--- src/sv/octree_box_cell_index_unit_defines.svh ---
// Assertion macros shared by the octree box cell index unit.
`ifndef OCTREE_BOX_CELL_INDEX_UNIT_DEFINES_SVH
`define OCTREE_BOX_CELL_INDEX_UNIT_DEFINES_SVH

// Same-cycle implication, checked on every rising edge out of reset.
`define OBCI_ASSERT_NOW(label, clk, rst_n, ante, cons, msg) \
    label: assert property (@(posedge clk) disable iff (!rst_n) (ante) |-> (cons)) \
        else $error(msg);

// Next-cycle implication, checked on every rising edge out of reset.
`define OBCI_ASSERT_NEXT(label, clk, rst_n, ante, cons, msg) \
    label: assert property (@(posedge clk) disable iff (!rst_n) (ante) |=> (cons)) \
        else $error(msg);

`endif

--- src/sv/obci_pkg.sv ---
package obci_pkg;

    localparam int MAX_LEVEL_DEF = 7;
    localparam int LEVEL_W       = 3;
    localparam int COORD_W       = 32;
    localparam int INDEX_W       = 22;
    localparam int NUM_AXES      = 3;
    localparam int NUM_COORDS    = 2 * NUM_AXES;
    localparam int PADDR_W       = 5;
    localparam int PDATA_W       = 32;

    localparam logic [COORD_W-1:0] SCALE_RESET = 32'h0001_0000;

    typedef enum logic [2:0] {
        REG_TREE_LEVEL = 3'd0,
        REG_ORIGIN_X   = 3'd1,
        REG_ORIGIN_Y   = 3'd2,
        REG_ORIGIN_Z   = 3'd3,
        REG_SCALE_X    = 3'd4,
        REG_SCALE_Y    = 3'd5,
        REG_SCALE_Z    = 3'd6
    } reg_idx_t;

    typedef struct packed {
        logic signed [COORD_W-1:0] min_x;
        logic signed [COORD_W-1:0] min_y;
        logic signed [COORD_W-1:0] min_z;
        logic signed [COORD_W-1:0] max_x;
        logic signed [COORD_W-1:0] max_y;
        logic signed [COORD_W-1:0] max_z;
    } box_t;

    typedef struct packed {
        logic [INDEX_W-1:0] cell_index;
        logic [LEVEL_W-1:0] cell_level;
        logic               clamped;
    } cell_t;

    typedef struct packed {
        logic [LEVEL_W-1:0]        tree_level;
        logic signed [COORD_W-1:0] origin_x;
        logic signed [COORD_W-1:0] origin_y;
        logic signed [COORD_W-1:0] origin_z;
        logic [COORD_W-1:0]        scale_x;
        logic [COORD_W-1:0]        scale_y;
        logic [COORD_W-1:0]        scale_z;
    } cfg_t;

    // Quantizer output for one coordinate: integer part of the scaled
    // offset, whether the offset was negative, and whether that counts as
    // a saturation (it does not when the scale is zero).
    typedef struct packed {
        logic [COORD_W-1:0] ip;
        logic               neg;
        logic               flag;
    } quant_t;

    // Number of cells in all levels above the given depth: (8^depth - 1) / 7.
    function automatic logic [INDEX_W-1:0] cell_offset(input logic [LEVEL_W-1:0] depth);
        logic [INDEX_W-1:0] offs;
        case (depth)
            3'd0:    offs = 22'd0;
            3'd1:    offs = 22'd1;
            3'd2:    offs = 22'd9;
            3'd3:    offs = 22'd73;
            3'd4:    offs = 22'd585;
            3'd5:    offs = 22'd4681;
            3'd6:    offs = 22'd37449;
            3'd7:    offs = 22'd299593;
            default: offs = 22'd0;
        endcase
        return offs;
    endfunction

endpackage

--- src/sv/obci_quant.sv ---
module obci_quant (
    input  logic                               clk,
    input  logic                               diff_en,
    input  logic                               prod_en,
    input  logic signed [obci_pkg::COORD_W-1:0] pos,
    input  logic signed [obci_pkg::COORD_W-1:0] org,
    input  logic [obci_pkg::COORD_W-1:0]       scl,
    output obci_pkg::quant_t                   q
);
    import obci_pkg::*;

    logic [COORD_W:0]     diff;
    logic [COORD_W-1:0]   mag_reg;
    logic                 neg_reg;
    logic                 flag_reg;
    logic [2*COORD_W-1:0] prod;
    quant_t               q_reg;

    // The offset from the origin is an exact 33-bit signed value. When it
    // is not negative it fits in 32 unsigned bits.
    assign diff = {pos[COORD_W-1], pos} - {org[COORD_W-1], org};

    always_ff @(posedge clk)
    begin
        if (diff_en)
        begin
            mag_reg  <= diff[COORD_W-1:0];
            neg_reg  <= diff[COORD_W];
            flag_reg <= diff[COORD_W] && (scl != '0);
        end
    end

    assign prod = {{COORD_W{1'b0}}, mag_reg} * {{COORD_W{1'b0}}, scl};

    always_ff @(posedge clk)
    begin
        if (prod_en)
        begin
            q_reg.ip   <= prod[2*COORD_W-1:COORD_W];
            q_reg.neg  <= neg_reg;
            q_reg.flag <= flag_reg;
        end
    end

    assign q = q_reg;

endmodule

--- config.mk ---
export PLATFORM = sky130hd
export DESIGN_NAME = obci_quant
export DESIGN_NICKNAME = d
export VERILOG_FILES = /design/src/sv/octree_box_cell_index_unit_defines.svh /design/src/sv/obci_pkg.sv /design/src/sv/obci_quant.sv
export SDC_FILE = /design/constraint.sdc
export NUM_CORES = 2
export LEC_CHECK = 0
export ABC_AREA = 1
export BUFFER_PORTS_ARGS = -buffer_cell sky130_fd_sc_hd__buf_2
export CAP_MARGIN = 20
export CORE_UTILIZATION = 55
export CTS_CLUSTER_SIZE = 20
export DETAILED_ROUTE_END_ITERATION = 10
export PLACE_DENSITY = 0.75
export SLEW_MARGIN = 20
export SYNTH_ARGS = -nofsm -noshare
export SYNTH_HDL_FRONTEND = slang
export SYNTH_SLANG_ARGS = --single-unit
--- constraint.sdc ---
create_clock -name clk -period 8.35 [get_ports clk]
set_input_delay 0.835 -clock clk [delete_from_list [all_inputs] [get_ports clk]]
set_output_delay 0.835 -clock clk [all_outputs]
set_load 0.02 [all_outputs]
======== Yosys cells after proc, flatten, opt, wreduce, memory -nomap -nowiden ========
Index checks and enable logic that the tools add are counted.
word-level totals
  register bits ........................... 68
  bits in latches ......................... 0
  RAM bits ................................ 0
  ROM bits ................................ 0
  input port bits ......................... 99
  output and inout bits ................... 34
  word-level logic and storage cells ...... 10
  memories kept ........................... 0
cells by class
  $add $sub $neg .......................... 1
  multiply operators ...................... 1
  div/mod/pow operators ................... 0
  $lt $le $gt $ge ......................... 0
  equality and inequality tests ........... 0
  shift operators ......................... 0
  mux-type cells .......................... 0
  bitwise logic cells ..................... 0
  reduce and logical (&&, ||, !) cells .... 2
operators by type and width
  kind                 count
  $mul A32 B32 Y64     1
  $sub A32 B32 Y33     1
  $reduce_bool A32 Y1  1
  $logic_and A1 B1 Y1  1

======== Longest topological paths before layout ========
  word-level depth ........................ 2
  mapped depth ............................ 33
  mapped depth without buffers ............ 31

======== Least setup slack after synthesis ========
OpenSTA, ideal clock, no wires.
  kind .................................... input -> register
  start point ............................. input port scl[2] in the netlist's numbering
  end point ............................... register q_reg, in the netlist q[23], data pin
  setup time .............................. 252 ps
  arrival ................................. 6,751 ps
  required time ........................... 8,098 ps
  setup slack ............................. 1,347 ps
  stages on the path ...................... 27
  path buffers ............................ 2
  path through ............................ clkbuf_1 > clkbuf_1 > nand2_1 > fa_1 > inv_1 > fa_1 > inv_1 > fa_1 > fa_1 > inv_1 > fa_1 > fa_1 > fa_1 > inv_1 > fa_1 > inv_1 > ha_1 > nand2_1 > inv_1 > a21oi_1 > o21ai_0 > a21oi_1 > nor2_1 > nor2_1 > nand2_1 > nand2_1 > nand2_1
on the way
  longest elaborated chain between the ends .. 1
ends and longest elaborated chain
  element             RTL line          source
  start, declared     obci_quant.sv:7   input logic [obci_pkg::COORD_W-1:0] scl,
  $mul A32 B32 Y64    obci_quant.sv:33  assign prod = {{COORD_W{1'b0}}, mag_reg} * {{COORD_W{1'b0}}, scl};
  named net prod[53]  obci_quant.sv:16  logic [2*COORD_W-1:0] prod;
  end, declared       obci_quant.sv:17  quant_t q_reg;
The timed path passes the listed nets, and every way through them passes these cells.
A chain may end at the register's enable or synchronous reset.

======== Worst setup path after layout ========
  start point ............................. register mag_reg[15]
  end point ............................... register q_reg, in the netlist q[20], data pin
on the way
  longest elaborated chain between the ends .. 1
ends and longest elaborated chain
  element                 RTL line          source
  start, declared         obci_quant.sv:13  logic [COORD_W-1:0] mag_reg;
  start signal, assigned  obci_quant.sv:27  mag_reg <= diff[COORD_W-1:0];
  $mul A32 B32 Y64        obci_quant.sv:33
  named net prod[50]      obci_quant.sv:16
The timed path passes the listed nets, and every way through them passes these cells.

==> results.yml <==
die:
  dieArea_um2: 72400
  io_pins: 133
  num_rows: 97
  core-area_um2: 70300
  die_x_um: 269
  start_util_pct: 55.9
  dieHeight_um: 269
cts:
  cts_buffers: 9
  cts_hold_buf: 0
  clk_latency_ps: 380
  cts_resized: 0
  cts_setup_buffers: 0
  clockBufferDepth: 2
  clk_pin_slew_worst_paths_ps: 60
  cts_tree: "yes"
  htreeDepth: 3
  clock_sink_count: 68
  cts_root_buf: "clkbuf_16"
final_layout:
  final_cell_mix: "inv_1, nand2_1, fa_1"
  largest_register_ffs: 34
  multi_input_area_um2: 30000
  layout.area.seq_um2: 2040
  area_delta_synth_final_pct: 4.90
  layout_commonest_cell: "inv_1"
  fin_cells: 6164
  n_antenna_cell: 0
  n_fill_cell: 6449
  finalNetCount: 6507
  layout-drive-gt1-share_pct: 4.48
sta:
  fin_setup_tns_ps: 0
  period_share_pct: 91.8
  hold_viol: 0
  skew_ps: 22.6
  finalSetupViolations: 0
  fmax_ghz: 0.130
  slew_violations: 0
  hold_slack_ps: 440
  rsz0062_at_grt: "false"
  timing.slew.headroom_pct: 25.7
  tightestPinTransition_ps: 1120
  min_period_ps: 7660
min_path:
  worstHoldStart: "flag_reg"
  min_path_cells: 0
  hold_path.class: "reg -> reg"
  worstHoldEndpoint: "q[0]"
setup_path:
  cp_data_arrival_time_ps: 7780
  critPathKind: "reg -> reg"
  critPathLaunchType: "register"
  crit_fanout: 18
  end_kind: "register"
  regToRegEndpoint: "q[20]"
  cp.required_ps: 8470
  reg2regPathDepth: 22
  regToRegSetupSlack_ps: 690
  r2r-start: "mag_reg[15]"
placement:
  placedCellCount: 6149
  place.port_buffers: 132
  gp_congestion: 0.992
  dp_hpwl_mm: 91.7
logic_synthesis:
  avgSynthCellArea_um2: 7.53
  yosysSeqAreaShare_pct: 5.20
  synth_area_um2: 39300
  netlist_instances: 5216
  synth-simple-area-share_pct: 17.3
  synth.area.mux_share_pct: 0
  synth_xor_area_share_pct: 0.669
  synth-seq-cells: 68
  syn_nets: 6503
  synth_top_family_by_area: "adder cells"
  synthDistinctLibCells: 29
  synth_compound_area_share_pct: 3.41
  synthAdderAreaFrac_pct: 55.0
  ys_warn_count: 0
routing:
  num_vias: 32000
  ant_nets: 0
  via_per_inst: 5.19
  routed_wirelength_mm: 108
  firstDrtPassIters: 6
  wl_per_cell_um: 17.6
  route.detailed.drc: 0
  dr.first_iter.drc_count: 2321
global_route:
  grt_overflow: 0
  gr-usage-all-layers_pct: 31.1
  antenna_found_initial: 2
  grt_pass1_wl_mm: 178
  grt_max_degree: 35
  grt_pass1_vias: 34100
run_status:
  outcome: "finished clean"
job:
  max-cap-violations: 0
[metal layers]
metal	vias up	wire length, um	global-route usage [%]	part of all wire [%]
met3	270	8190	3.85	7.6
met1	15800	42800	40.6	39
li1	14500	-	-	-
met4	4	4320	12.1	4.0
met5	-	22	0	0.020
met2	1402	53100	52.9	49
[logic make-up after synthesis]
group                    after synthesis
AND/OR/NAND/NOR                     1754
AO/OA/AOI/OAI                        247
XOR/XNOR                              30
buffers and inverters               1929
flip-flops                            68
adder cells (fa/ha/maj)             1188
[worst max-delay path by stage]
stage	from	end	slack, ps
2_1_floorplan	scl[2]	q[23]	1350
3_3_place_gp	scl[9]	q[23]	410
3_5_place_dp	scl[9]	q[23]	420
4_1_cts	mag_reg[15]	q[20]	760
5_1_grt	mag_reg[15]	q[32]	380
6_report	mag_reg[15]	q[20]	690
[cell usage after synthesis (all sizes together)]
master / number / area [um2]
nor2: 178 / 671
xnor2: 12 / 105
a21oi: 132 / 661
ha: 292 / 3650
nor4: 14 / 87.6
edfxtp: 68 / 2040
a21boi: 3 / 22.5
inv: 1707 / 6410
clkbuf: 217 / 815
nand4: 12 / 75.1
nand3: 72 / 360
o21bai: 13 / 97.6
nand2b: 1 / 6.26
a21o: 7 / 52.6
nand3b: 2 / 15.0
o21a: 7 / 52.6
a31oi: 5 / 31.3
nor3: 23 / 115
buf: 5 / 18.8
o21ai: 77 / 397
a211oi: 2 / 15.0
xor2: 18 / 158
nand2: 1452 / 5450
fa: 896 / 17900
a31o: 1 / 8.76
[layout make-up]
class	instances	area share [%]
clock buffer	10	0.556
clock inverter	5	0.131
inverter	1707	15.6
multi-input combinational	3219	72.8
sequential	68	4.96
tap	940	2.86
timing repair buffer	215	3.15
[critical path, cell delays in order (launching register included)]
cell and delay [ps]:
edfxtp_1 1080, buf_4 390, nand2_1 110, fa_1 520, fa_1 550, inv_1 60, fa_1 480, fa_1 520
fa_1 560, fa_1 440, fa_1 540, fa_1 450, ha_1 390, a21oi_1 330, inv_1 70, nor2_1 270
nand2_1 140, inv_1 70, nand2_1 80, a21oi_1 170, nand2_1 80, nand2_1 60, nand2_1 50
[stage by stage]
stage	setup slack (ps)	utilization [%]	instance area [um2]
after CTS	758	58.6	41200
after global routing	382	58.6	41200
final	687	58.6	41200
after detailed placement	417	58.2	40900
after global placement	411	58.2	40900
after floorplan	1350	-	39300
Power is left out: the tool's default activity adds up to more than one toggle a clock period on the data nets, which glitch-free logic cannot reach.
