## config.mk

```make
export PLATFORM = sky130hd
export DESIGN_NAME = obci_encode
export DESIGN_NICKNAME = d
export VERILOG_FILES = /design/src/sv/octree_box_cell_index_unit_defines.svh /design/src/sv/obci_pkg.sv /design/src/sv/obci_encode.sv
export SDC_FILE = /design/constraint.sdc
export NUM_CORES = 1
export LEC_CHECK = 0
export BUFFER_PORTS_ARGS = -buffer_cell sky130_fd_sc_hd__buf_2
export CORE_MARGIN = 2
export CORE_UTILIZATION = 44
export DETAILED_ROUTE_END_ITERATION = 10
export PLACE_DENSITY = 0.82
export SYNTH_ARGS = -nofsm -noshare
export SYNTH_HDL_FRONTEND = slang
export SYNTH_SLANG_ARGS = --single-unit
```

## constraint.sdc

```tcl
create_clock -name vclk -period 19.7
set_input_delay 5.91 -clock vclk [all_inputs]
set_output_delay 5.91 -clock vclk [all_outputs]
set_load 0.03 [all_outputs]
```

## src/sv/octree_box_cell_index_unit_defines.svh

```systemverilog
// Assertion macros shared by the octree box cell index unit.
`ifndef OCTREE_BOX_CELL_INDEX_UNIT_DEFINES_SVH
`define OCTREE_BOX_CELL_INDEX_UNIT_DEFINES_SVH

// Same-cycle implication, checked on every rising edge out of reset.
`define OBCI_ASSERT_NOW(label, clk, rst_n, ante, cons, msg) \
    label: assert property (@(posedge clk) disable iff (!rst_n) (ante) |-> (cons)) \
        else $error(msg);

// Next-cycle implication, checked on every rising edge out of reset.
`define OBCI_ASSERT_NEXT(label, clk, rst_n, ante, cons, msg) \
    label: assert property (@(posedge clk) disable iff (!rst_n) (ante) |=> (cons)) \
        else $error(msg);

`endif

```

## src/sv/obci_pkg.sv

```systemverilog
package obci_pkg;

    localparam int MAX_LEVEL_DEF = 7;
    localparam int LEVEL_W       = 3;
    localparam int COORD_W       = 32;
    localparam int INDEX_W       = 22;
    localparam int NUM_AXES      = 3;
    localparam int NUM_COORDS    = 2 * NUM_AXES;
    localparam int PADDR_W       = 5;
    localparam int PDATA_W       = 32;

    localparam logic [COORD_W-1:0] SCALE_RESET = 32'h0001_0000;

    typedef enum logic [2:0] {
        REG_TREE_LEVEL = 3'd0,
        REG_ORIGIN_X   = 3'd1,
        REG_ORIGIN_Y   = 3'd2,
        REG_ORIGIN_Z   = 3'd3,
        REG_SCALE_X    = 3'd4,
        REG_SCALE_Y    = 3'd5,
        REG_SCALE_Z    = 3'd6
    } reg_idx_t;

    typedef struct packed {
        logic signed [COORD_W-1:0] min_x;
        logic signed [COORD_W-1:0] min_y;
        logic signed [COORD_W-1:0] min_z;
        logic signed [COORD_W-1:0] max_x;
        logic signed [COORD_W-1:0] max_y;
        logic signed [COORD_W-1:0] max_z;
    } box_t;

    typedef struct packed {
        logic [INDEX_W-1:0] cell_index;
        logic [LEVEL_W-1:0] cell_level;
        logic               clamped;
    } cell_t;

    typedef struct packed {
        logic [LEVEL_W-1:0]        tree_level;
        logic signed [COORD_W-1:0] origin_x;
        logic signed [COORD_W-1:0] origin_y;
        logic signed [COORD_W-1:0] origin_z;
        logic [COORD_W-1:0]        scale_x;
        logic [COORD_W-1:0]        scale_y;
        logic [COORD_W-1:0]        scale_z;
    } cfg_t;

    // Quantizer output for one coordinate: integer part of the scaled
    // offset, whether the offset was negative, and whether that counts as
    // a saturation (it does not when the scale is zero).
    typedef struct packed {
        logic [COORD_W-1:0] ip;
        logic               neg;
        logic               flag;
    } quant_t;

    // Number of cells in all levels above the given depth: (8^depth - 1) / 7.
    function automatic logic [INDEX_W-1:0] cell_offset(input logic [LEVEL_W-1:0] depth);
        logic [INDEX_W-1:0] offs;
        case (depth)
            3'd0:    offs = 22'd0;
            3'd1:    offs = 22'd1;
            3'd2:    offs = 22'd9;
            3'd3:    offs = 22'd73;
            3'd4:    offs = 22'd585;
            3'd5:    offs = 22'd4681;
            3'd6:    offs = 22'd37449;
            3'd7:    offs = 22'd299593;
            default: offs = 22'd0;
        endcase
        return offs;
    endfunction

endpackage

```

## src/sv/obci_encode.sv

```systemverilog
module obci_encode #(
    parameter int MAX_LEVEL = obci_pkg::MAX_LEVEL_DEF
) (
    input  obci_pkg::quant_t [obci_pkg::NUM_COORDS-1:0] q,
    input  logic [obci_pkg::LEVEL_W-1:0]                lv,
    output obci_pkg::cell_t                             res
);
    import obci_pkg::*;

    localparam int CW  = MAX_LEVEL;
    localparam int MW  = NUM_AXES * CW;
    localparam int UPW = $clog2(MAX_LEVEL + 1);

    logic [COORD_W-1:0]    cap_full;
    logic [CW-1:0]         cap;
    logic [CW-1:0]         coord [NUM_COORDS];
    logic [NUM_COORDS-1:0] sat;
    logic [NUM_COORDS-1:0] neg_flag;
    logic [MW-1:0]         code_lo;
    logic [MW-1:0]         code_hi;
    logic [MW-1:0]         code_diff;
    logic [UPW-1:0]        up;
    logic [LEVEL_W-1:0]    depth;
    logic [COORD_W-1:0]    hi_shift;

    always_comb
    begin
        cap_full = (COORD_W'(1) << lv) - COORD_W'(1);
        cap      = CW'(cap_full);

        // Saturate each coordinate to the leaf grid of the level in use.
        for (int k = 0; k < NUM_COORDS; k++)
        begin
            neg_flag[k] = q[k].flag;
            if (q[k].neg)
            begin
                coord[k] = '0;
                sat[k]   = 1'b0;
            end
            else if ((q[k].ip & ~cap_full) != '0)
            begin
                coord[k] = cap;
                sat[k]   = 1'b1;
            end
            else
            begin
                coord[k] = CW'(q[k].ip);
                sat[k]   = 1'b0;
            end
        end

        // Morton interleave: x in bit 0, y in bit 1, z in bit 2 of each triple.
        for (int i = 0; i < CW; i++)
        begin
            for (int a = 0; a < NUM_AXES; a++)
            begin
                code_lo[NUM_AXES*i + a] = coord[a][i];
                code_hi[NUM_AXES*i + a] = coord[a + NUM_AXES][i];
            end
        end

        // The highest differing triple sets how many levels the box climbs.
        code_diff = code_lo ^ code_hi;
        up        = '0;
        for (int i = 0; i < CW; i++)
        begin
            if (code_diff[NUM_AXES*i +: NUM_AXES] != '0)
            begin
                up = UPW'(i + 1);
            end
        end

        depth    = lv - LEVEL_W'(up);
        hi_shift = COORD_W'(code_hi) >> (NUM_AXES * up);

        res.cell_index = INDEX_W'(hi_shift) + cell_offset(depth);
        res.cell_level = depth;
        res.clamped    = (sat != '0) || (neg_flag != '0);
    end

endmodule

```

Yosys cells after proc, flatten, opt, wreduce, memory -nomap -nowiden
Memories as Yosys holds them, arrays and structs flattened.
Cells that the tools add are included.
Widths: inputs -> output; s select.
{"block": "totals", "register_bits": 0, "mem_bits_ro": 56, "in_bits": 207, "output_inout_bits": 26, "wordCells": 62, "memories": 1}
{"name": "(name not given)", "words": 8, "word_bits": 7, "rd": 1, "rd_clocked_by_memory_dff": 0, "wr": 0, "line_no": "obci_pkg.sv:61", "source": "case (depth)"}
{"block": "classes", "n_addsub": 3, "n_mul": 1, "shift": 2, "mux": 31, "n_bitwise": 8, "reduce_logical": 16}
{"operator": "$and 32x32->32", "count": 6}
{"operator": "$reduce_bool 32->1", "count": 6}
{"operator": "$mux 7", "count": 12}
{"operator": "$not 32->32", "count": 1}
{"operator": "$shl 1x3->32 const A", "count": 1}
{"operator": "$sub 32x2->32 const B", "count": 1}
{"operator": "$add 22x22->22", "count": 1}
{"operator": "$shr 21x5->22", "count": 1}
{"operator": "$reduce_bool 3->1", "count": 7}
{"operator": "$xor 21x21->21", "count": 1}
{"operator": "$mux 3", "count": 6}
{"operator": "$mux 1", "count": 13}
{"operator": "$reduce_bool 6->1", "count": 2}
{"operator": "$mul 2x3->5 const A", "count": 1}
{"operator": "$sub 3x3->3", "count": 1}
{"operator": "$logic_or 1x1->1", "count": 1}

Depth between registers and ports, before layout
{"block": "logic_depth", "ltp_word": 19, "ltp_mapped": 41, "ltp_nobuf": 33}

Worst setup path after synthesis
OpenSTA, ideal clock, no wires.
{"block": "synth_timing", "kind": "in2out", "from": "in lv[1] in the netlist's numbering", "to": "out res[25] in the netlist's numbering", "arrival_ps": 14241, "required_ps": 13790, "slack_ps": -451, "cell_stages": 38, "path_buffers": 7, "cell_sequence": "buf_6 > nor3_2 > clkbuf_1 > inv_1 > ha_1 > buf_2 > a211oi_1 > o2111ai_1 > a221oi_2 > nand2_2 > mux2_4 > a2111o_1 > and3_1 > a211o_1 > a211o_1 > buf_6 > and2_4 > buf_6 > [2 not listed] > ha_1 > inv_1 > fa_1 > clkbuf_1 > clkinv_1 > nor2_1 > a22oi_1 > mux2_2 > o21ai_0 > nor2_1 > a211oi_1 > ha_1 > and3_4 > and2_1 > a221oi_4 > o21bai_2 > a31oi_2 > nor4_1"}
{"element": "from (decl)", "line_no": "obci_encode.sv:5", "source": "input logic [obci_pkg::LEVEL_W-1:0] lv,"}
{"element": "to (decl)", "line_no": "obci_encode.sv:6", "source": "output obci_pkg::cell_t res"}

==> results.py <==
metrics = {
    "run_status": {
        "status": "complete, no violations",
    },
    "sta": {
        "maxSlewHeadroom_pct": 42.99,
        "fmax_mhz": 51.91,
        "worst_pin_slew_ps": 849.0,
        "final.min_clock_period_ps": 19260,
        "setup_viol": 0,
        "fin_crit_sh_pct": 97.79,
        "setup_tns_ps": 0,
        "finalMaxSlewViolations": 0,
        "final_hold_viol_count": 0,
        "setup_ws_ps": 435.9,
    },
    "setup_path": {
        "critical_path_arrival_ps": 13350,
        "critPathTopFamily": "compound AO/OA/AOI/OAI gates",
        "slowest_delay_ps": 520,
        "start_kind": "input port",
        "crit_top_cell": "ha_1",
        "cpMaxStageDelayCell": "fa_1",
        "cp.buffers_inverters": 7,
        "path_max_fanout": 18,
        "worst_ep_required_time_ps": 13790,
        "endpoint_kind": "primary output",
        "critPathKind": "input port to primary output",
    },
    "power_and_ir_drop": {
        "p_per_area_nw_per_um2": 56.81,
        "p_leak_nw": 2.573,
        "combPwrFrac_pct": 100.0,
        "p_sw_share_pct": 62.41,
        "clkPwrFrac_pct": 0,
        "seqPwrFrac_pct": 0,
        "ir_drop_mv": 0.05721,
        "intPower_uw": 126.3,
        "power.switching_uw": 209.7,
    },
    "final_layout": {
        "clockBufferCount": 0,
        "regArea_um2": 0,
        "layout.nets": 1095,
        "fillCellCount": 958,
        "seq_cells": 0,
        "area_growth_pct": 34.09,
        "final_cell_mix": "232 x buf_2, 53 x nand2_1, 48 x nor2_1",
        "layout-drive-gt1-share_pct": 40.11,
        "fin_util_pct": 60.52,
        "diodes": 0,
        "multiInputGateArea_um2": 4173,
        "final_common_cell": "buf_2",
    },
    "placed_design": {
        "numPortBuffers": 233,
        "pre_cts_ws_ps": 239.7,
        "place.gp.congestion": 1.035,
        "dp_hpwl_mm": 15.68,
    },
    "routing": {
        "vias": 6457,
        "drt-initial-drc-count": 867,
        "drc_errors": 0,
        "wl_per_cell_um": 19.05,
        "drt_pass1_iterations": 6,
        "route.antenna.remaining_nets": 0,
        "viasPerCell": 6.438,
        "routed_wl_mm": 19.11,
    },
    "yosys": {
        "syn_nets": 863,
        "yosysWarnings": 0,
        "seq_area_frac_synth_pct": 0,
        "synth_top_area_share_pct": 5.615,
        "synth_cell_types": 96,
        "synthCells": 640,
        "synth.avg_cell_area_um2": 6.893,
        "syn_area_um2": 4412,
        "yosysTopAreaCell": "mux4_2",
        "synth_area_leaders": "mux4_2 5.6%, nor4_1 4.8%, xnor2_1 4.8%",
    },
    "global_routing": {
        "grt_max_degree": 25,
        "grt_pass1_vias": 5874,
        "grt.total_usage_pct": 32.67,
        "grt_overflow": 0,
        "antenna_found_initial": 0,
        "grt_pass1_wl_mm": 29.22,
    },
    "die": {
        "die_x_um": 104.1,
        "die_area_um2": 10840,
        "num_rows": 36,
        "core_region_area_um2": 9774,
        "io_pins": 233,
        "fp.dieH_um": 104.1,
        "start_util_pct": 45.14,
    },
    "flow_run": {
        "cap_violations": 0,
    },
    "cts": {
        "cts_hold_buf": 0,
    },
    "min_path": {
        "min-delay-path-class": "input port to primary output",
    },
}
## timing repair
item | in CTS | in global routing
buffers inserted | 0 | 4
endpoints found under the setup margin | 0 | 8
resized for setup | 0 | 20
## power groups by stage
stage | Sequential [mW] | Combinational [mW] | Clock (mW)
6_report | 0 | 0.336 | 0
3_3_place_gp | 0 | 0.317 | 0
5_1_grt | 0 | 0.358 | 0
3_5_place_dp | 0 | 0.317 | 0
2_1_floorplan | 0 | 0.227 | 0
4_1_cts | 0 | 0.319 | 0
## per-stage QoR
stage / std cells / hold slack (ps) / area (um^2) / power (mW)
after global placement: 999 / 12240 / 5783 / 0.3174
after CTS: 999 / 12240 / 5783 / 0.3185
after detailed placement: 999 / 12240 / 5783 / 0.3174
after global routing: 1003 / 12260 / 5916 / 0.3580
final: 1003 / 12210 / 5916 / 0.3361
after floorplan: 640 / 12060 / 4444 / 0.2273
## per-layer routing
metal	GRT usage [%]	share of wire, %
met2	58.13	47
met3	4.574	13
met4	5.695	2.4
met5	0	0
met1	42.34	38
## cells by family (layout without fill, tap and decap cells)
kind of cell / count (synthesis) / after routing / synth area share, %
AO/OA/AOI/OAI: 224 / 224 / 38.80
XOR/XNOR: 36 / 36 / 7.147
adder cells (fa/ha/maj): 16 / 16 / 4.878
buffers and inverters: 73 / 303 / 8.281
multiplexers: 29 / 29 / 10.01
AND/OR/NAND/NOR: 262 / 262 / 30.88
## path summary, 6_finish.rpt
check              from  endpoint  slack, ps  cells after the start
hold / removal     q[0]    res[0]      12210                      4
setup / recovery  lv[0]   res[22]        440                     34
## final cells by class
type	count	area share [%]
inverters	33	2.136
multi-input cells	567	70.54
well taps	133	2.813
repair buffers	270	24.51
## cell usage after synthesis, types with 12 or more instances
library cell	number
inv_1	30
nand3_1	28
a211oi_1	14
nand2_1	53
clkbuf_1	20
xnor2_1	24
o21ai_0	31
nor3_1	34
nor4_1	34
nor2_1	51
ha_1	14
a21oi_1	33
xor2_1	12
a31oi_1	20
Power figures use the tool's default switching activity.
