<file path="src/sv/octree_box_cell_index_unit_defines.svh">
// Assertion macros shared by the octree box cell index unit.
`ifndef OCTREE_BOX_CELL_INDEX_UNIT_DEFINES_SVH
`define OCTREE_BOX_CELL_INDEX_UNIT_DEFINES_SVH

// Same-cycle implication, checked on every rising edge out of reset.
`define OBCI_ASSERT_NOW(label, clk, rst_n, ante, cons, msg) \
    label: assert property (@(posedge clk) disable iff (!rst_n) (ante) |-> (cons)) \
        else $error(msg);

// Next-cycle implication, checked on every rising edge out of reset.
`define OBCI_ASSERT_NEXT(label, clk, rst_n, ante, cons, msg) \
    label: assert property (@(posedge clk) disable iff (!rst_n) (ante) |=> (cons)) \
        else $error(msg);

`endif

</file>
<file path="src/sv/obci_pkg.sv">
package obci_pkg;

    localparam int MAX_LEVEL_DEF = 7;
    localparam int LEVEL_W       = 3;
    localparam int COORD_W       = 32;
    localparam int INDEX_W       = 22;
    localparam int NUM_AXES      = 3;
    localparam int NUM_COORDS    = 2 * NUM_AXES;
    localparam int PADDR_W       = 5;
    localparam int PDATA_W       = 32;

    localparam logic [COORD_W-1:0] SCALE_RESET = 32'h0001_0000;

    typedef enum logic [2:0] {
        REG_TREE_LEVEL = 3'd0,
        REG_ORIGIN_X   = 3'd1,
        REG_ORIGIN_Y   = 3'd2,
        REG_ORIGIN_Z   = 3'd3,
        REG_SCALE_X    = 3'd4,
        REG_SCALE_Y    = 3'd5,
        REG_SCALE_Z    = 3'd6
    } reg_idx_t;

    typedef struct packed {
        logic signed [COORD_W-1:0] min_x;
        logic signed [COORD_W-1:0] min_y;
        logic signed [COORD_W-1:0] min_z;
        logic signed [COORD_W-1:0] max_x;
        logic signed [COORD_W-1:0] max_y;
        logic signed [COORD_W-1:0] max_z;
    } box_t;

    typedef struct packed {
        logic [INDEX_W-1:0] cell_index;
        logic [LEVEL_W-1:0] cell_level;
        logic               clamped;
    } cell_t;

    typedef struct packed {
        logic [LEVEL_W-1:0]        tree_level;
        logic signed [COORD_W-1:0] origin_x;
        logic signed [COORD_W-1:0] origin_y;
        logic signed [COORD_W-1:0] origin_z;
        logic [COORD_W-1:0]        scale_x;
        logic [COORD_W-1:0]        scale_y;
        logic [COORD_W-1:0]        scale_z;
    } cfg_t;

    // Quantizer output for one coordinate: integer part of the scaled
    // offset, whether the offset was negative, and whether that counts as
    // a saturation (it does not when the scale is zero).
    typedef struct packed {
        logic [COORD_W-1:0] ip;
        logic               neg;
        logic               flag;
    } quant_t;

    // Number of cells in all levels above the given depth: (8^depth - 1) / 7.
    function automatic logic [INDEX_W-1:0] cell_offset(input logic [LEVEL_W-1:0] depth);
        logic [INDEX_W-1:0] offs;
        case (depth)
            3'd0:    offs = 22'd0;
            3'd1:    offs = 22'd1;
            3'd2:    offs = 22'd9;
            3'd3:    offs = 22'd73;
            3'd4:    offs = 22'd585;
            3'd5:    offs = 22'd4681;
            3'd6:    offs = 22'd37449;
            3'd7:    offs = 22'd299593;
            default: offs = 22'd0;
        endcase
        return offs;
    endfunction

endpackage

</file>
<file path="src/sv/obci_regs.sv">
module obci_regs (
    input  logic                          clk,
    input  logic                          rst_n,
    input  logic                          psel,
    input  logic                          penable,
    input  logic                          pwrite,
    input  logic [obci_pkg::PADDR_W-1:0]  paddr,
    input  logic [obci_pkg::PDATA_W-1:0]  pwdata,
    output logic [obci_pkg::PDATA_W-1:0]  prdata,
    output obci_pkg::cfg_t                cfg
);
    import obci_pkg::*;

    cfg_t     cfg_reg;
    cfg_t     cfg_next;
    reg_idx_t idx;
    logic     wr_en;

    // Registers are word aligned; the two low address bits are not decoded.
    assign idx   = reg_idx_t'(paddr[PADDR_W-1:2]);
    assign wr_en = psel && penable && pwrite;

    always_comb
    begin
        cfg_next = cfg_reg;
        if (wr_en)
        begin
            case (idx)
                REG_TREE_LEVEL: cfg_next.tree_level = pwdata[LEVEL_W-1:0];
                REG_ORIGIN_X:   cfg_next.origin_x   = pwdata;
                REG_ORIGIN_Y:   cfg_next.origin_y   = pwdata;
                REG_ORIGIN_Z:   cfg_next.origin_z   = pwdata;
                REG_SCALE_X:    cfg_next.scale_x    = pwdata;
                REG_SCALE_Y:    cfg_next.scale_y    = pwdata;
                REG_SCALE_Z:    cfg_next.scale_z    = pwdata;
                default:        cfg_next = cfg_reg;
            endcase
        end
    end

    always_comb
    begin
        case (idx)
            REG_TREE_LEVEL: prdata = PDATA_W'(cfg_reg.tree_level);
            REG_ORIGIN_X:   prdata = cfg_reg.origin_x;
            REG_ORIGIN_Y:   prdata = cfg_reg.origin_y;
            REG_ORIGIN_Z:   prdata = cfg_reg.origin_z;
            REG_SCALE_X:    prdata = cfg_reg.scale_x;
            REG_SCALE_Y:    prdata = cfg_reg.scale_y;
            REG_SCALE_Z:    prdata = cfg_reg.scale_z;
            default:        prdata = '0;
        endcase
    end

    always_ff @(posedge clk or negedge rst_n)
    begin
        if (!rst_n)
        begin
            cfg_reg.tree_level <= '0;
            cfg_reg.origin_x   <= '0;
            cfg_reg.origin_y   <= '0;
            cfg_reg.origin_z   <= '0;
            cfg_reg.scale_x    <= SCALE_RESET;
            cfg_reg.scale_y    <= SCALE_RESET;
            cfg_reg.scale_z    <= SCALE_RESET;
        end
        else
        begin
            cfg_reg <= cfg_next;
        end
    end

    assign cfg = cfg_reg;

endmodule

</file>
<file path="config.mk">
export PLATFORM = sky130hd
export DESIGN_NAME = obci_regs
export DESIGN_NICKNAME = d
export VERILOG_FILES = /design/src/sv/octree_box_cell_index_unit_defines.svh /design/src/sv/obci_pkg.sv /design/src/sv/obci_regs.sv
export SDC_FILE = /design/constraint.sdc
export NUM_CORES = 1
export LEC_CHECK = 0
export BUFFER_PORTS_ARGS = -buffer_cell sky130_fd_sc_hd__buf_2
export CELL_PAD_IN_SITES_DETAIL_PLACEMENT = 0
export CELL_PAD_IN_SITES_GLOBAL_PLACEMENT = 1
export CORE_MARGIN = 2
export CORE_UTILIZATION = 44
export CTS_CLUSTER_SIZE = 28
export DETAILED_ROUTE_END_ITERATION = 10
export PLACE_DENSITY = 0.82
export SLEW_MARGIN = 10
export SYNTH_ARGS = -nofsm -noshare
export SYNTH_HDL_FRONTEND = slang
export SYNTH_SLANG_ARGS = --single-unit
export TNS_END_PERCENT = 20
</file>
<file path="constraint.sdc">
create_clock -name clk -period 3.7 [get_ports clk]
set_input_delay 0.37 -clock clk [delete_from_list [all_inputs] [get_ports clk]]
set_output_delay 0.37 -clock clk [all_outputs]
set_load 0.005 [all_outputs]
</file>
After elaboration in Yosys (flattened, before gate mapping)
Cells that the tools add are included.
{"block": "totals", "regBits": 195, "input_bits": 42}
{"block": "op_classes", "muxes": 1, "n_reduce_logical": 10, "eq_ne": 6}
{"operator": "32-bit case mux with 7 select lines", "n": 1}
{"operator": "2-bit AND reduction", "n": 7}
{"operator": "3-bit equality test, second input constant", "n": 3}
{"operator": "3-bit by 2-bit equality test with 1-bit output, second input constant", "n": 2}
{"operator": "3-bit by 1-bit equality test with 1-bit output, second input constant", "n": 1}
{"operator": "3-bit zero test", "n": 1}
{"operator": "1-bit logical AND", "n": 2}

Longest topological paths before layout
Gate-level depths: netlist of the first run.
{"block": "depth", "depth_word": 3, "mapped_depth": 6, "ltp_nobuf": 3}

Worst setup path before layout of the first run
OpenSTA, ideal clock, no wires.
{"block": "synth_timing", "path_kind": "in2out", "startpoint": "input paddr[2] (netlist name)", "endpoint": "output prdata[28] (netlist name)", "slack_ns": 1.823, "stages": 5, "t_arrival_ns": 1.507, "path_cell_list": "buf_2 -> clkbuf_1 -> mux2_2 -> a221oi_1 -> a21oi_1"}
{"block": "synth_via", "elab_chain_len": 2, "elab_cells_between_ends": 8, "cone_classes": "eq/ne (6); mux (1); reduce/logical (1)"}
{"element": "start, declared", "line_no": "obci_regs.sv:7", "text": "input logic [obci_pkg::PADDR_W-1:0] paddr,"}
{"element": "3-bit equality test (tied with other cells)", "line_no": "obci_regs.sv:43", "text": "case (idx)"}
{"element": "32-bit case mux with 7 select lines (*)", "line_no": "obci_regs.sv:43"}
{"element": "end, declared", "line_no": "obci_regs.sv:9", "text": "output logic [obci_pkg::PDATA_W-1:0] prdata,"}
Mark *: on every way between the ends. The rest lies on a longest branch, timed or not.

Worst setup path after layout of the first run
{"block": "layout_timing", "startpoint": "input paddr[2] (netlist name)", "endpoint": "output prdata[23] (netlist name)"}
The elaborated chain is that of the path after synthesis.

==> metrics, run 1 <==
cts repair resizes 0; DR pass1 iterations 4; register share of total power 0.460; critical-path maximum fanout 34; total CTS buffers 17; crit path time final 2631 ps; routability cong. 0.7782; initial antenna violation count 0; P&R area growth vs syn 25.79%; slew margin rel. 0.2704; Worst Skew 0 ps; Worst-path clk slew 80 ps; Worst VDD drop 0.0003160 V; Via-to-Cell Ratio 5.446; Slew Limit Fails 0; Reg2Reg Setup Slack 2890 ps; Net Sw Power 1803 uW; Antenna Violating Nets Remaining 0; RSZ-0062 raised after global routing no; share of cells above drive strength 1 0.6156; DP HPWL 16.70 mm; Slowest-stage cell, CP buf_4; worst slew pin tran 1092 ps; status complete, no violations; Non-Filler Instances 1,170; vias in the first global route 6,276; Post-synth ARST share 1.000; port buffer count 266; RR Endpoint cfg[184]; sequential area share after synthesis 0.5480; Comb pwr share 0.222; commonest non-fill, non-tap cell in the layout buf_2; footprint of the multi-input gates 3812 um^2; endpoints failing hold 0; Yosys cell types 32; Sw Ratio 0.2882; Internal 4452 uW; critical path type primary input to output port; CORE AREA 20,040 um^2; Yosys Warn Count 0; Worst setup SP type primary input; Post-CTS Hold Buffers 0; Clock power frac 0.318; via count 6,372; # fillers 1,748; placed cells 1,138; fmax 380.1 MHz; pwr dens 558.0 nW/um^2; DIE HEIGHT 146.3 um; CTS HTree Levels 4; drt total wl 24.72 mm; DRC 0; crit-path cells buf_4, buf_4, mux2_2, a221oi_1, a21oi_1, buf_2; Crit. End Element output port; crit path DAT 2260 ps; setup tns final 0 ps; Synth Instances 632; Hold Path Class primary input to asynchronous set/reset pin; Initial Utilization 0.4447; Skew-Pair Late Insertion Delay 430 ps; Tot GR Track Use 0.2275; Setup Fix Bufs, Post-CTS 0; CP peak stage delay 520 ps; CTS tree done; CTS sink cnt 195; Crit path top cell by count buf_4; NumNets Final 929; Syn Area/Cell 14.10 um^2; IO Count 269; first-pass GRT wire length 37.65 mm; Ant. Diodes 0; r2r worst-path depth 1; Final Setup Violations 0; CTS root buf clkbuf_16; synthesized flop and latch total 195; leakage 0.005566 uW; DIE WIDTH 146.3 um; largest net degree at the start of global routing 109; site row count 52; register area 4883 um^2; RR Startpoint cfg[184]; Die Footprint 21,410 um^2; Post-synth EDFFs 0; max reg flops 195; crit share post-route 0.7111; Worst EP required 3330 ps; Clock Tree Buf Depth 2; post-DR wirelength/cell 21.13 um; commonest non-fill, non-tap cells in the layout 264 x buf_2, 221 x mux2_2, 192 x dfrtp_1; Synth Flop Type dfrtp_1; syn_nets 674; GRT overflow 0; mapped cell area 8911 um^2; number of max-cap violations 0; 1st-iter DRT viols 288
routing by layer:
layer / global-route usage / vias to the layer above / share of wire
met3: 0.04781 / 28 / 0.051
li1: - / 2890 / -
met1: 0.3198 / 3233 / 0.46
met4: 0.06019 / 0 / 0.015
met2: 0.3620 / 221 / 0.47
met5: 0 / - / 0
cell families after synthesis:
family	synth area share
AO/OA/AOI/OAI	0.06740
AND/OR/NAND/NOR	0.03061
flip-flops	0.5480
buffers and inverters	0.02906
multiplexers	0.3249
power groups by stage:
stage | sequential, uW | combinational [uW] | clock [uW]
finish | 2880 | 1390 | 1990
global route | 2940 | 1510 | 2130
CTS | 2880 | 1410 | 2030
detailed placement | 2920 | 1410 | 0
global placement | 2900 | 1380 | 0
floorplan | 2900 | 655 | 0
worst max path at each step:
stage	start	to	slack, ps	cells past startpoint
after detailed placement	paddr[2]	cfg[163]	910	5
after CTS	paddr[2]	prdata[23]	1080	6
after global routing	paddr[2]	prdata[23]	950	6
after global placement	paddr[2]	cfg[172]	940	5
final	paddr[2]	prdata[23]	1070	6
after floorplan	paddr[2]	prdata[28]	1820	5
cell usage after synthesis, types with 5 or more instances:
| cell | count | area share |
|---|---|---|
| mux2_2 | 221 | 0.28 |
| clkbuf_1 | 15 | 0.0063 |
| nor2_1 | 5 | 0.0021 |
| dfrtp_1 | 192 | 0.54 |
| nand2_1 | 15 | 0.0063 |
| a221oi_1 | 21 | 0.021 |
| or2_2 | 7 | 0.0049 |
| nand3_1 | 5 | 0.0028 |
| a31oi_1 | 9 | 0.0063 |
| buf_2 | 18 | 0.010 |
| mux2_1 | 5 | 0.0063 |
| nor2b_1 | 6 | 0.0042 |
| buf_4 | 10 | 0.0084 |
| o211ai_1 | 5 | 0.0042 |
| mux2i_1 | 35 | 0.039 |
| a2bb2oi_1 | 14 | 0.014 |
| a21oi_1 | 14 | 0.0079 |
| o221ai_1 | 5 | 0.0049 |
worst max-delay path: cells and delay by family:
kind            cells  cell delay (ps)
compound gates      2              390
buf+inv             3             1050
mux                 1              400
through the flow:
stage | instance area [um^2] | hold slack [ps] | power (uW) | utilization | worst slack [ps]
3_5_place_dp | 10570 | 502.1 | 4322 | 0.5273 | 912.7
3_3_place_gp | 10570 | 495.9 | 4280 | 0.5273 | 943.9
2_1_floorplan | 8911 | 74.41 | 3553 | - | 1823
6_report | 11210 | 0.7847 | 6255 | 0.5594 | 1069
4_1_cts | 11210 | 76.74 | 6317 | 0.5594 | 1084
5_1_grt | 11210 | 77.86 | 6570 | 0.5594 | 947.3
cell type report:
type                    count  area share
well taps                 270     0.03014
repair buffers            283      0.1367
multi-input cells         390      0.3401
clock buffers              17     0.03795
flip-flops and latches    195      0.4357
clock inverters            15     0.01942
Note: power is estimated with default switching activity, not from simulation.
==> run 2, diff against run 1 <==
--- a/config.mk
+++ b/config.mk
@@ -5,14 +5,15 @@
 export SDC_FILE = /design/constraint.sdc
 export NUM_CORES = 1
 export LEC_CHECK = 0
+export ABC_AREA = 1
 export BUFFER_PORTS_ARGS = -buffer_cell sky130_fd_sc_hd__buf_2
 export CELL_PAD_IN_SITES_DETAIL_PLACEMENT = 0
 export CELL_PAD_IN_SITES_GLOBAL_PLACEMENT = 1
 export CORE_MARGIN = 2
-export CORE_UTILIZATION = 44
+export CORE_UTILIZATION = 38
 export CTS_CLUSTER_SIZE = 28
 export DETAILED_ROUTE_END_ITERATION = 10
-export PLACE_DENSITY = 0.82
+export PLACE_DENSITY = 0.78
 export SLEW_MARGIN = 10
 export SYNTH_ARGS = -nofsm -noshare
 export SYNTH_HDL_FRONTEND = slang
==> constraint.sdc (replaced) <==
create_clock -name clk -period 2.7 [get_ports clk]
set_input_delay 0.27 -clock clk [delete_from_list [all_inputs] [get_ports clk]]
set_output_delay 0.27 -clock clk [all_outputs]
set_load 0.005 [all_outputs]
==> run 2 against run 1 <==
Compared with the run above:
- wire length up 47%
- global-route usage up 4.3 points
- critical path depth up 4
- first-iteration DRC count rose to 3.0 times the previous value
- via count up 52%
- hold slack better by 85 ps
- area after synthesis up 7.3%
- critical path type unchanged
- largest cell class unchanged
==> metrics, run 2 <==
CTS root buf clkbuf_16 (unchanged); Yosys cell types 16 (was 32); post-DR wirelength/cell 19.84 um (was 21.13 um); critical path type primary input to output port (unchanged); Synth Instances 1,263 (was 632); CTS sink cnt 195 (unchanged); worst hold start pwdata[16]; DP HPWL 24.56 mm (was 16.70 mm); Hold Path Class primary input to flip-flop (was primary input to asynchronous set/reset pin); leakage 0.006692 uW (was 0.005566 uW); Worst VDD drop 0.0003961 V (was 0.0003160 V); worst hold path cell count 3; crit path time final 2212 ps; RSZ-0062 raised after global routing no (unchanged); DIE HEIGHT 162.6 um (was 146.3 um); M1 WL 16.78 mm (was 11.41 mm); Post-synth ARST share 1.000 (unchanged); DP Area 11,260 um^2 (was 10,570 um^2); Hold WS 85.31 ps (was 0.7847 ps); Yosys Warn Count 0 (unchanged); Worst-path clk slew 80 ps (about the same); fmax 452.0 MHz; Syn Area/Cell 7.573 um^2 (was 14.10 um^2); DR pass1 iterations 5 (was 4); commonest non-fill, non-tap cell in the layout nand2_1 (was buf_2); slew margin rel. 0.3949 (was 0.2704); footprint of the multi-input gates 4026 um^2 (was 3812 um^2); WL met3 2.959 mm (was 1.256 mm); drt total wl 36.29 mm (was 24.72 mm); syn_nets 1,305 (was 674); Power Total 8473 uW (was 6255 uW); via count 9,703 (was 6,372); CP peak stage delay 370 ps (was 520 ps); pwr dens 712.0 nW/um^2 (was 558.0 nW/um^2); Skew-Pair Late Insertion Delay 430 ps (about the same); site row count 58 (was 52); share of cells above drive strength 1 0.2321 (was 0.6156); Synth area leaders dfrtp_1 50%, nand2_1 18%, o21ai_0 8.9% (was dfrtp_1 54%, mux2_2 28%, mux2i_1 3.9%); register area 4883 um^2 (unchanged); total CTS buffers 17 (unchanged); crit share post-route 0.8194; Synth Flop Type dfrtp_1 (unchanged); sequential area share after synthesis 0.5106 (was 0.5480); RR Startpoint cfg[16] (was cfg[184]); vias in the first global route 8,680 (was 6,276); synthesized flop and latch total 195 (unchanged); Worst Skew 0 ps (unchanged); critical-path maximum fanout 30 (was 34); DRC 0 (unchanged); Via-to-Cell Ratio 5.305 (was 5.446); Synth top cells by count 460 x nand2_1, 192 x dfrtp_1, 170 x o21ai_0 (was 221 x mux2_2, 192 x dfrtp_1, 35 x mux2i_1); CTS tree done (unchanged); first-pass GRT wire length 54.05 mm (was 37.65 mm); number of max-cap violations 0 (unchanged); endpoints failing hold 0 (unchanged); NumNets Final 1,524 (was 929); status complete, no violations (unchanged); Worst setup SP type primary input (unchanged); crit-path cells buf_2, inv_1, buf_4, nor2_2, buf_4, nand3_1, nand2_1, inv_1, nand2_1, buf_2 (was buf_4, buf_4, mux2_2, a221oi_1, a21oi_1, buf_2); Crit. End Element output port (unchanged); Setup Fix Bufs, Post-CTS 0 (unchanged); routed wl met2 15.78 mm (was 11.68 mm); CTS HTree Levels 4 (unchanged); Slowest-stage cell, CP buf_4 (unchanged); Hold EP cfg[80]; post-synth top area share 0.5024 (was 0.5392); post-route cell area 11,900 um^2 (was 11,210 um^2); Max Used Layer met5 (was met4); 1st-iter DRT viols 855 (was 288); area leader, netlist dfrtp_1 (unchanged); mapped cell area 9564 um^2 (was 8911 um^2); # fillers 2,559 (was 1,748); IO Count 269 (unchanged); Worst EP required 2430 ps (was 3330 ps); r2r worst-path depth 2 (was 1); port buffer count 266 (unchanged); Slew Limit Fails 0 (unchanged); most frequent cell after synthesis nand2_1 (was mux2_2); Die Footprint 26,450 um^2 (was 21,410 um^2); crit path DAT 1940 ps (was 2260 ps); initial antenna violation count 5 (was 0); Reg2Reg Setup Slack 1920 ps (was 2890 ps); P&R area growth vs syn 24.42% (was 25.79%); setup tns final 0 ps (unchanged); Initial Utilization 0.3831 (was 0.4447); worst slew pin tran 907.6 ps (was 1092 ps); DIE WIDTH 162.6 um (was 146.3 um); largest net degree at the start of global routing 96 (was 109); routability cong. 0.8945 (was 0.7782); Post-synth EDFFs 0 (unchanged); commonest non-fill, non-tap cells in the layout 460 x nand2_1, 264 x buf_2, 192 x dfrtp_1 (was 264 x buf_2, 221 x mux2_2, 192 x dfrtp_1); Clock Tree Buf Depth 2 (unchanged); Final Setup Violations 0 (unchanged); Antenna Violating Nets Remaining 0 (unchanged); max reg flops 195 (unchanged); GRT overflow 0 (unchanged); final design utilization 0.4767 (was 0.5594); CORE AREA 24,960 um^2 (was 20,040 um^2); RR Endpoint cfg[16] (was cfg[184]); Tot GR Track Use 0.2706 (was 0.2275)
[run 2: changes by cell type after synthesis, sizes merged, moves of 42 or more]
| cell | before | now |
|---|---|---|
| o21ai | 1 | 195 |
| inv | 0 | 69 |
| nor2 | 5 | 47 |
| nand4 | 1 | 99 |
| mux2 | 226 | 0 |
| nand3 | 5 | 96 |
| nand2 | 15 | 460 |
| clkbuf | 15 | 61 |
[run 2: through the flow]
stage	cells	worst slack, ps
6_report	1829	487.6
5_1_grt	1829	386.0
4_1_cts	1825	527.3
3_5_place_dp	1792	530.6
3_3_place_gp	1792	561.0
2_1_floorplan	1263	1130
[run 2: how the worst max path moves through the flow]
stage / start / to / slack, ps
2_1_floorplan: paddr[3] / prdata[10] / 1130
3_3_place_gp: paddr[3] / prdata[13] / 560
3_5_place_dp: paddr[3] / prdata[13] / 530
4_1_cts: paddr[3] / prdata[13] / 530
5_1_grt: paddr[3] / prdata[13] / 390
6_report: paddr[3] / prdata[13] / 490
[run 2: area by class of cell]
cell class,instances,area share
sequential,195,0.4104
multi-input combinational,897,0.3383
timing repair buffer,302,0.1420
clock buffer,19,0.03722
tap,330,0.03470
inverter,69,0.02197
clock inverter,13,0.01451
antenna,4,0.0008411
[run 2: repair_timing]
item	CTS	global route
endpoints found under the hold margin	67	0
gates resized for setup	0	0
hold buffers	1	0
[run 2: per-layer routing]
| metal | GRT usage | up-vias |
|---|---|---|
| li1 | - | 4598 |
| met1 | 0.4109 | 4656 |
| met2 | 0.3855 | 399 |
| met3 | 0.05933 | 48 |
| met4 | 0.07884 | 2 |
| met5 | 0 | - |
[run 2: report_power, final]
part           switching (uW)  internal (uW)  leakage, uW
Sequential                461           3470      0.00252
Combinational            1080            743      0.00388
Clock                    1220           1500     0.000293
Total                    2760           5710      0.00669
[run 2: critical path: cells and delay by family]
family / cells / cell delay (ps)
buffers and inverters: 6 / 1090
and+or+nand+nor: 4 / 570
[run 2: cell families after synthesis]
logic type / Yosys count / share of synthesized area
buf+inv: 171 / 0.07051
compound gates: 195 / 0.1020
flops: 195 / 0.5106
simple gates: 702 / 0.3169
